File: config.mk
export PLATFORM = sky130hd
export DESIGN_NAME = bounded_byte_deque
export DESIGN_NICKNAME = d
export VERILOG_FILES = /design/src/design/bbdq_pkg.sv /design/src/design/bbdq_cell.sv /design/src/design/bounded_byte_deque.sv
export SDC_FILE = /design/constraint.sdc
export NUM_CORES = 1
export LEC_CHECK = 0
export ABC_CLOCK_PERIOD_IN_PS = 3100
export BUFFER_PORTS_ARGS = -buffer_cell sky130_fd_sc_hd__buf_2
export CAP_MARGIN = 10
export CORE_ASPECT_RATIO = 0.75
export CORE_MARGIN = 2
export CORE_UTILIZATION = 50
export CTS_CLUSTER_SIZE = 30
export DETAILED_ROUTE_END_ITERATION = 12
export GPL_ROUTABILITY_DRIVEN = 0
export GPL_TIMING_DRIVEN = 1
export HOLD_SLACK_MARGIN = 0.02
export PLACE_DENSITY_LB_ADDON = 0.25
export SETUP_SLACK_MARGIN = 0.1
export SLEW_MARGIN = 5
export SYNTH_ARGS = -nofsm -noshare
export SYNTH_HDL_FRONTEND = slang
export SYNTH_SLANG_ARGS = --single-unit
File: constraint.sdc
create_clock -name aclk -period 3.1 [get_ports aclk]
set_input_delay 0.465 -clock aclk [delete_from_list [all_inputs] [get_ports aclk]]
set_output_delay 0.465 -clock aclk [all_outputs]
set_load 0.005 [all_outputs]
File: src/design/bbdq_pkg.sv
// Shared types for the bounded byte deque: operation and status codes, cell control.
package bbdq_pkg;

    typedef enum logic [2:0] {
        OP_PUSH_FRONT = 3'd0,
        OP_PUSH_REAR  = 3'd1,
        OP_POP_FRONT  = 3'd2,
        OP_POP_REAR   = 3'd3,
        OP_CLEAR      = 3'd4
    } bbdq_op_t;

    typedef enum logic [1:0] {
        ST_DONE  = 2'd0,
        ST_FULL  = 2'd1,
        ST_EMPTY = 2'd2
    } bbdq_status_t;

    // Per-cycle command broadcast to every cell, one group per lane.
    // Lane A holds the queue front-first, lane B holds it rear-first.
    typedef struct packed {
        logic a_shr;   // shift toward higher cells, cell 0 takes the push byte
        logic a_shl;   // shift toward cell 0
        logic a_wr;    // write push byte into the cell whose index equals the count
        logic b_shr;
        logic b_shl;
        logic b_wr;
    } bbdq_ctrl_t;

    localparam int BYTE_W = 8;
    localparam int CAP_W  = 5;

endpackage

File: src/design/bbdq_cell.sv
// One deque cell: a front-ordered byte and a rear-ordered byte with neighbor shifting.
module bbdq_cell
    import bbdq_pkg::*;
#(
    parameter int CELL_INDEX = 0,
    parameter int CNT_W      = 5
) (
    input  logic                aclk,
    input  bbdq_ctrl_t          ctrl,
    input  logic [CNT_W-1:0]    count,
    input  logic [BYTE_W-1:0]   push_byte,
    input  logic [BYTE_W-1:0]   a_from_lo,
    input  logic [BYTE_W-1:0]   a_from_hi,
    input  logic [BYTE_W-1:0]   b_from_lo,
    input  logic [BYTE_W-1:0]   b_from_hi,
    output logic [BYTE_W-1:0]   a_q,
    output logic [BYTE_W-1:0]   b_q
);

    logic [BYTE_W-1:0] a_reg, a_next;
    logic [BYTE_W-1:0] b_reg, b_next;
    logic              hit;

    // Indexed write lands one past the last held byte.
    assign hit = (count == CNT_W'(CELL_INDEX));

    always_comb begin
        a_next = a_reg;
        if (ctrl.a_shr) begin
            a_next = a_from_lo;
        end else if (ctrl.a_shl) begin
            a_next = a_from_hi;
        end else if (ctrl.a_wr && hit) begin
            a_next = push_byte;
        end
    end

    always_comb begin
        b_next = b_reg;
        if (ctrl.b_shr) begin
            b_next = b_from_lo;
        end else if (ctrl.b_shl) begin
            b_next = b_from_hi;
        end else if (ctrl.b_wr && hit) begin
            b_next = push_byte;
        end
    end

    always_ff @(posedge aclk) begin
        a_reg <= a_next;
        b_reg <= b_next;
    end

    assign a_q = a_reg;
    assign b_q = b_reg;

endmodule

File: src/design/bounded_byte_deque.sv
// Top level of the bounded byte deque: cell row, count, capacity register, result register.
//
// A double-ended queue of up to DEPTH bytes built as a row of identical cells. Each cell
// holds two bytes: lane A keeps the queue front-first (front byte in cell 0) and lane B
// keeps it rear-first (rear byte in cell 0), so both ends are always read from cell 0 and
// no wide read mux exists. Pushing at one end shifts that end's lane by one cell and writes
// the byte into the other lane at the cell whose index equals the count; popping shifts
// the popped end's lane back. A new beat is accepted on every clock while the result
// register is empty or being drained, and its result beat appears on the m_ side the next
// cycle, so sustained rate is one beat per clock while m_ready stays high. The result
// register is the only thing that can hold off s_ready.
// capacity_limit (cfg_wr_en / cfg_wr_data, reset 16) caps the count; values above DEPTH
// act as DEPTH, and lowering it below the count keeps the held bytes. Push at the cap
// returns status full, pop from empty returns status empty with byte 0, clear drops all
// bytes, unused operation codes change nothing. fill_count is the count after the beat.
// Write capacity only while no beat is in flight.
module bounded_byte_deque
    import bbdq_pkg::*;
#(
    parameter int DEPTH = 16
) (
    input  logic                aclk,
    input  logic                aresetn,

    input  logic                cfg_wr_en,
    input  logic [CAP_W-1:0]    cfg_wr_data,

    input  logic                s_valid,
    output logic                s_ready,
    input  logic [2:0]          s_operation,
    input  logic [BYTE_W-1:0]   s_push_byte,

    output logic                m_valid,
    input  logic                m_ready,
    output logic [BYTE_W-1:0]   m_pop_byte,
    output logic [1:0]          m_status,
    output logic [CAP_W-1:0]    m_fill_count
);

    localparam int CNT_W = $clog2(DEPTH + 1);
    localparam int CMP_W = (CNT_W > CAP_W) ? CNT_W : CAP_W;

    // Control state
    logic [CAP_W-1:0]  cap_limit_reg;
    logic [CNT_W-1:0]  count_reg, count_next;
    logic              m_valid_reg;

    // Result payload
    logic [BYTE_W-1:0] pop_byte_reg, pop_byte_next;
    logic [1:0]        status_reg;
    bbdq_status_t      status_next;
    logic [CAP_W-1:0]  fill_reg;

    logic              s_fire;
    bbdq_ctrl_t        ctrl;
    logic [CMP_W-1:0]  cap_ext, depth_ext, cap_use, cnt_ext;
    logic              room, any_held;

    logic [BYTE_W-1:0] a_q [DEPTH];
    logic [BYTE_W-1:0] b_q [DEPTH];

    // Result register frees up when empty or drained this cycle.
    assign s_ready = !m_valid_reg || m_ready;
    assign s_fire  = s_valid && s_ready;

    // Capacity in use, saturated to DEPTH.
    assign cap_ext   = CMP_W'(cap_limit_reg);
    assign depth_ext = CMP_W'(DEPTH);
    assign cap_use   = (cap_ext > depth_ext) ? depth_ext : cap_ext;
    assign cnt_ext   = CMP_W'(count_reg);
    assign room      = cnt_ext < cap_use;
    assign any_held  = (count_reg != '0);

    // Decode: cell commands, new count and result fields.
    always_comb begin
        ctrl          = '0;
        count_next    = count_reg;
        pop_byte_next = '0;
        status_next   = ST_DONE;
        case (bbdq_op_t'(s_operation))
            OP_PUSH_FRONT: begin
                if (!room) begin
                    status_next = ST_FULL;
                end else begin
                    ctrl.a_shr = s_fire;
                    ctrl.b_wr  = s_fire;
                    count_next = count_reg + CNT_W'(1);
                end
            end
            OP_PUSH_REAR: begin
                if (!room) begin
                    status_next = ST_FULL;
                end else begin
                    ctrl.a_wr  = s_fire;
                    ctrl.b_shr = s_fire;
                    count_next = count_reg + CNT_W'(1);
                end
            end
            OP_POP_FRONT: begin
                if (!any_held) begin
                    status_next = ST_EMPTY;
                end else begin
                    ctrl.a_shl    = s_fire;
                    pop_byte_next = a_q[0];
                    count_next    = count_reg - CNT_W'(1);
                end
            end
            OP_POP_REAR: begin
                if (!any_held) begin
                    status_next = ST_EMPTY;
                end else begin
                    ctrl.b_shl    = s_fire;
                    pop_byte_next = b_q[0];
                    count_next    = count_reg - CNT_W'(1);
                end
            end
            OP_CLEAR: begin
                count_next = '0;
            end
            default: begin
                // unused codes: no change, done status
            end
        endcase
    end

    // Cell row. Lane ends: cell 0 shifts in the push byte, the top cell shifts in zero.
    for (genvar i = 0; i < DEPTH; i++) begin : g_cell
        logic [BYTE_W-1:0] a_lo, a_hi, b_lo, b_hi;

        if (i == 0) begin : g_first
            assign a_lo = s_push_byte;
            assign b_lo = s_push_byte;
        end else begin : g_mid_lo
            assign a_lo = a_q[i-1];
            assign b_lo = b_q[i-1];
        end

        if (i == DEPTH - 1) begin : g_last
            assign a_hi = '0;
            assign b_hi = '0;
        end else begin : g_mid_hi
            assign a_hi = a_q[i+1];
            assign b_hi = b_q[i+1];
        end

        bbdq_cell #(
            .CELL_INDEX (i),
            .CNT_W      (CNT_W)
        ) u_cell (
            .aclk      (aclk),
            .ctrl      (ctrl),
            .count     (count_reg),
            .push_byte (s_push_byte),
            .a_from_lo (a_lo),
            .a_from_hi (a_hi),
            .b_from_lo (b_lo),
            .b_from_hi (b_hi),
            .a_q       (a_q[i]),
            .b_q       (b_q[i])
        );
    end

    // Control registers
    always_ff @(posedge aclk) begin
        if (!aresetn) begin
            cap_limit_reg <= CAP_W'(16);
            count_reg     <= '0;
            m_valid_reg   <= 1'b0;
        end else begin
            if (cfg_wr_en) begin
                cap_limit_reg <= cfg_wr_data;
            end
            if (s_fire) begin
                count_reg <= count_next;
            end
            if (s_fire) begin
                m_valid_reg <= 1'b1;
            end else if (m_ready) begin
                m_valid_reg <= 1'b0;
            end
        end
    end

    // Result payload, loaded with each accepted beat
    always_ff @(posedge aclk) begin
        if (s_fire) begin
            pop_byte_reg <= pop_byte_next;
            status_reg   <= status_next;
            fill_reg     <= CAP_W'(count_next);
        end
    end

    assign m_valid      = m_valid_reg;
    assign m_pop_byte   = pop_byte_reg;
    assign m_status     = status_reg;
    assign m_fill_count = fill_reg;

endmodule

==> results.cfg <==
[sta]
worst_slew_pin_slew_ns = 0.744
final.setup.worst_slack_ns = 0.205
finalSetupViolCount = 0
maxClockFrequency_mhz = 345
final-hold-violation-count = 0
timing.final.max_slew_violations = 0
tmin_final_ns = 2.89
timing.setup.tns_ns = 0
final_min_period_over_clock_period_pct = 93.4
timing.hold.ws_ns = 0.170
max-slew-margin-rel_pct = 50.2
fin_worst_skew_ns = 0.0210
grt_setup_unrepaired = true

[clocking]
clock-root-buffer = sky130_fd_sc_hd__clkbuf_16
cts_buffers = 28
clock_latency_ns = 0.54
clk_pin_slew_ns = 0.06
cts.sinks = 282
clock_tree.buffer_depth = 3
h-tree-depth = 1
post_cts_hold_buffer_count = 0
cts_tree = done

[power]
net-switching-power_w = 0.00197
worst_ir_drop_vdd_mv = 0.511
share_comb_of_total_power_pct = 10.0
static-leakage-power_nw = 4.95
p_seq_share_pct = 52.3
net_switching_fraction_of_the_power_pct = 22.9
internal_power_w = 0.00664
clockPowerShare_pct = 37.8
p_per_cell_area_nw_per_um2 = 600

[global_routing]
grt_overflow = 0
grt_max_degree = 121
initial_antenna_violation_count = 0
global_route.usage.total_pct = 21.8
global_route_wire_length_before_repair_um = 46000
grt_pass1_vias = 7939

[die]
std_cell_rows = 50
start_util_pct = 51.0
io-pin-count = 38
floorplan.die_area_um2 = 26800
dieWidth_um = 188
design.core.area_um2 = 25000
die_height_um = 142

[place]
port-buffer-count = 37
post-dp-hpwl_um = 20000
placement.setup.worst_slack_ns = -0.0649

[synth]
syn_area_um2 = 12700
ys_ff_latch = 282
avgSynthCellArea_um2 = 15.0
synth_seq_area_share_pct = 65.7
synth_async_sr_flop_share_pct = 0
yosys.cell_types.count = 47
synth-edff-count = 271
mappedNetlistNets = 878
syn-instance-count = 847
synth_ff_type = sky130_fd_sc_hd__edfxtp_1
synth.yosys.warnings = 0

[hold_path]
hold_class = in -> reg

[flow_run]
max-cap-violations = 0

[detailed_routing]
detailroute.via_count = 8438
drtIter0Drc = 1154
drt_pass1_iterations = 5
avg_vias_per_cell = 6.86
totalWireLength_um = 29900
routed_wire_length_per_instance_um = 24.3
route.antenna.remaining_nets = 0
drc = 0

[critical_path]
path_class = reg -> reg
critical_path.endpoint_type = flip-flop
arr_time_crit_path_ns = 3.08
timing.critical_path.mode_cell = sky130_fd_sc_hd__nand2_1
worstPathCellList = inv_1, nand2_1, ha_1, a21oi_1, o22ai_2, nor4_4, nand2_1, o21ai_4
max_stage_delay_ns = 0.49
critical-path-top-delay-family = simple AND/OR/NAND/NOR gates
cp.buffers_inverters = 1
timing.critical_path.from_type = flip-flop
cp_slowest_cell = sky130_fd_sc_hd__nor4_4
required_ns = 3.28
crit_path_max_fanout = 8

[finish]
n_antenna_cell = 0
post-route-util_pct = 57.5
final_net_count = 902
mostFrequentLayoutCells = 271 x sky130_fd_sc_hd__edfxtp_1, 224 x sky130_fd_sc_hd__a221o_1, 46 x sky130_fd_sc_hd__nand2_1, 39 x sky130_fd_sc_hd__buf_4, 37 x sky130_fd_sc_hd__buf_2
area_growth_pct = 12.8
layout-drive-gt1-share_pct = 20.3
most_common_library_cell_in_the_layout_ignoring_fill_and_taps = sky130_fd_sc_hd__edfxtp_1

[run_status]
run_status = finished clean
[routing by layer]
metal	track usage [%]	up-vias	part of all wire, %
li1	-	3654	-
met1	33.3	4286	44
met2	33.1	466	46
met3	3.57	32	8.7
met4	4.39	0	1.4
met5	0	-	0
[per-stage QoR]
stage | total power, W | cell area [um^2] | cells
finish | 0.00861 | 14400 | 1230
global route | 0.00890 | 14400 | 1230
CTS | 0.00864 | 14200 | 1223
detailed placement | 0.00540 | 13300 | 1172
global placement | 0.00536 | 13300 | 1172
floorplan | 0.00515 | 12800 | 847
[cells by family (layout without fill, tap and decap cells)]
logic type,count (synthesis),in the layout,synth area share [%]
DFF,282,282,65.7
xor gates and xnor gates,3,3,0.206
buffers and inverters,102,147,4.23
adders and majority gates,10,10,0.983
AOI/OAI and AO/OA,313,313,21.8
muxes,22,22,1.83
and+or+nand+nor,115,115,5.25
[power by group through the flow]
stage	logic (W)	registers [W]	clock network, W
final	0.000858	0.00450	0.00325
after global routing	0.000935	0.00451	0.00345
after CTS	0.000825	0.00450	0.00331
after detailed placement	0.000820	0.00458	0
after global placement	0.000785	0.00458	0
after floorplan	0.000607	0.00454	0
[area by class of cell]
class	instances	area [um^2]
Multi-Input combinational cell	463	3990
Clock buffer	34	744
Inverter	10	37.5
Clock inverter	17	133
Fill cell	1900	10600
Sequential cell	282	8360
Tap cell	338	423
Timing Repair Buffer	86	678
[tightest hold or removal path, stage by stage]
cell	delay [ns]
sky130_fd_sc_hd__buf_2	0.07
sky130_fd_sc_hd__mux2i_1	0.05
sky130_fd_sc_hd__nor2_1	0.08
[cell usage after synthesis (all sizes together) (4+ instances only)]
cell type,instances,area (um^2)
a21o,17,128
a21oi,13,68.8
a221o,224,2240
a31oi,4,25.0
and3,10,97.6
buf,48,335
clkbuf,44,165
dfxtp,11,220
edfxtp,271,8140
ha,10,125
inv,9,33.8
mux2,10,113
mux2i,12,120
nand2,46,173
nand3,7,40.0
nor2,23,88.8
nor3,5,36.3
nor3b,10,126
o21ai,43,215
[timing repair]
item | CTS | global route
pin swaps | 0 | 3
buffers inserted | 0 | 7
setup endpoints to repair | 128 | 193
gates resized for setup | 1 | 12
[final timing paths]
kind / startpoint / endpoint / slack, ns / cells after the start
max: cap_ext[4]$_SDFFE_PN1P_ / g_cell[14].u_cell.b_q[2]$_DFFE_PP_ / 0.21 / 8
min: cfg_wr_data[1] / cap_ext[1]$_SDFFE_PN0P_ / 0.17 / 3
min reg2reg: cap_ext[1]$_SDFFE_PN0P_ / cap_ext[1]$_SDFFE_PN0P_ / 0.51 / 2
max reg2reg: cap_ext[4]$_SDFFE_PN1P_ / g_cell[14].u_cell.b_q[2]$_DFFE_PP_ / 0.21 / 8
Power figures use the tool's default switching activity.
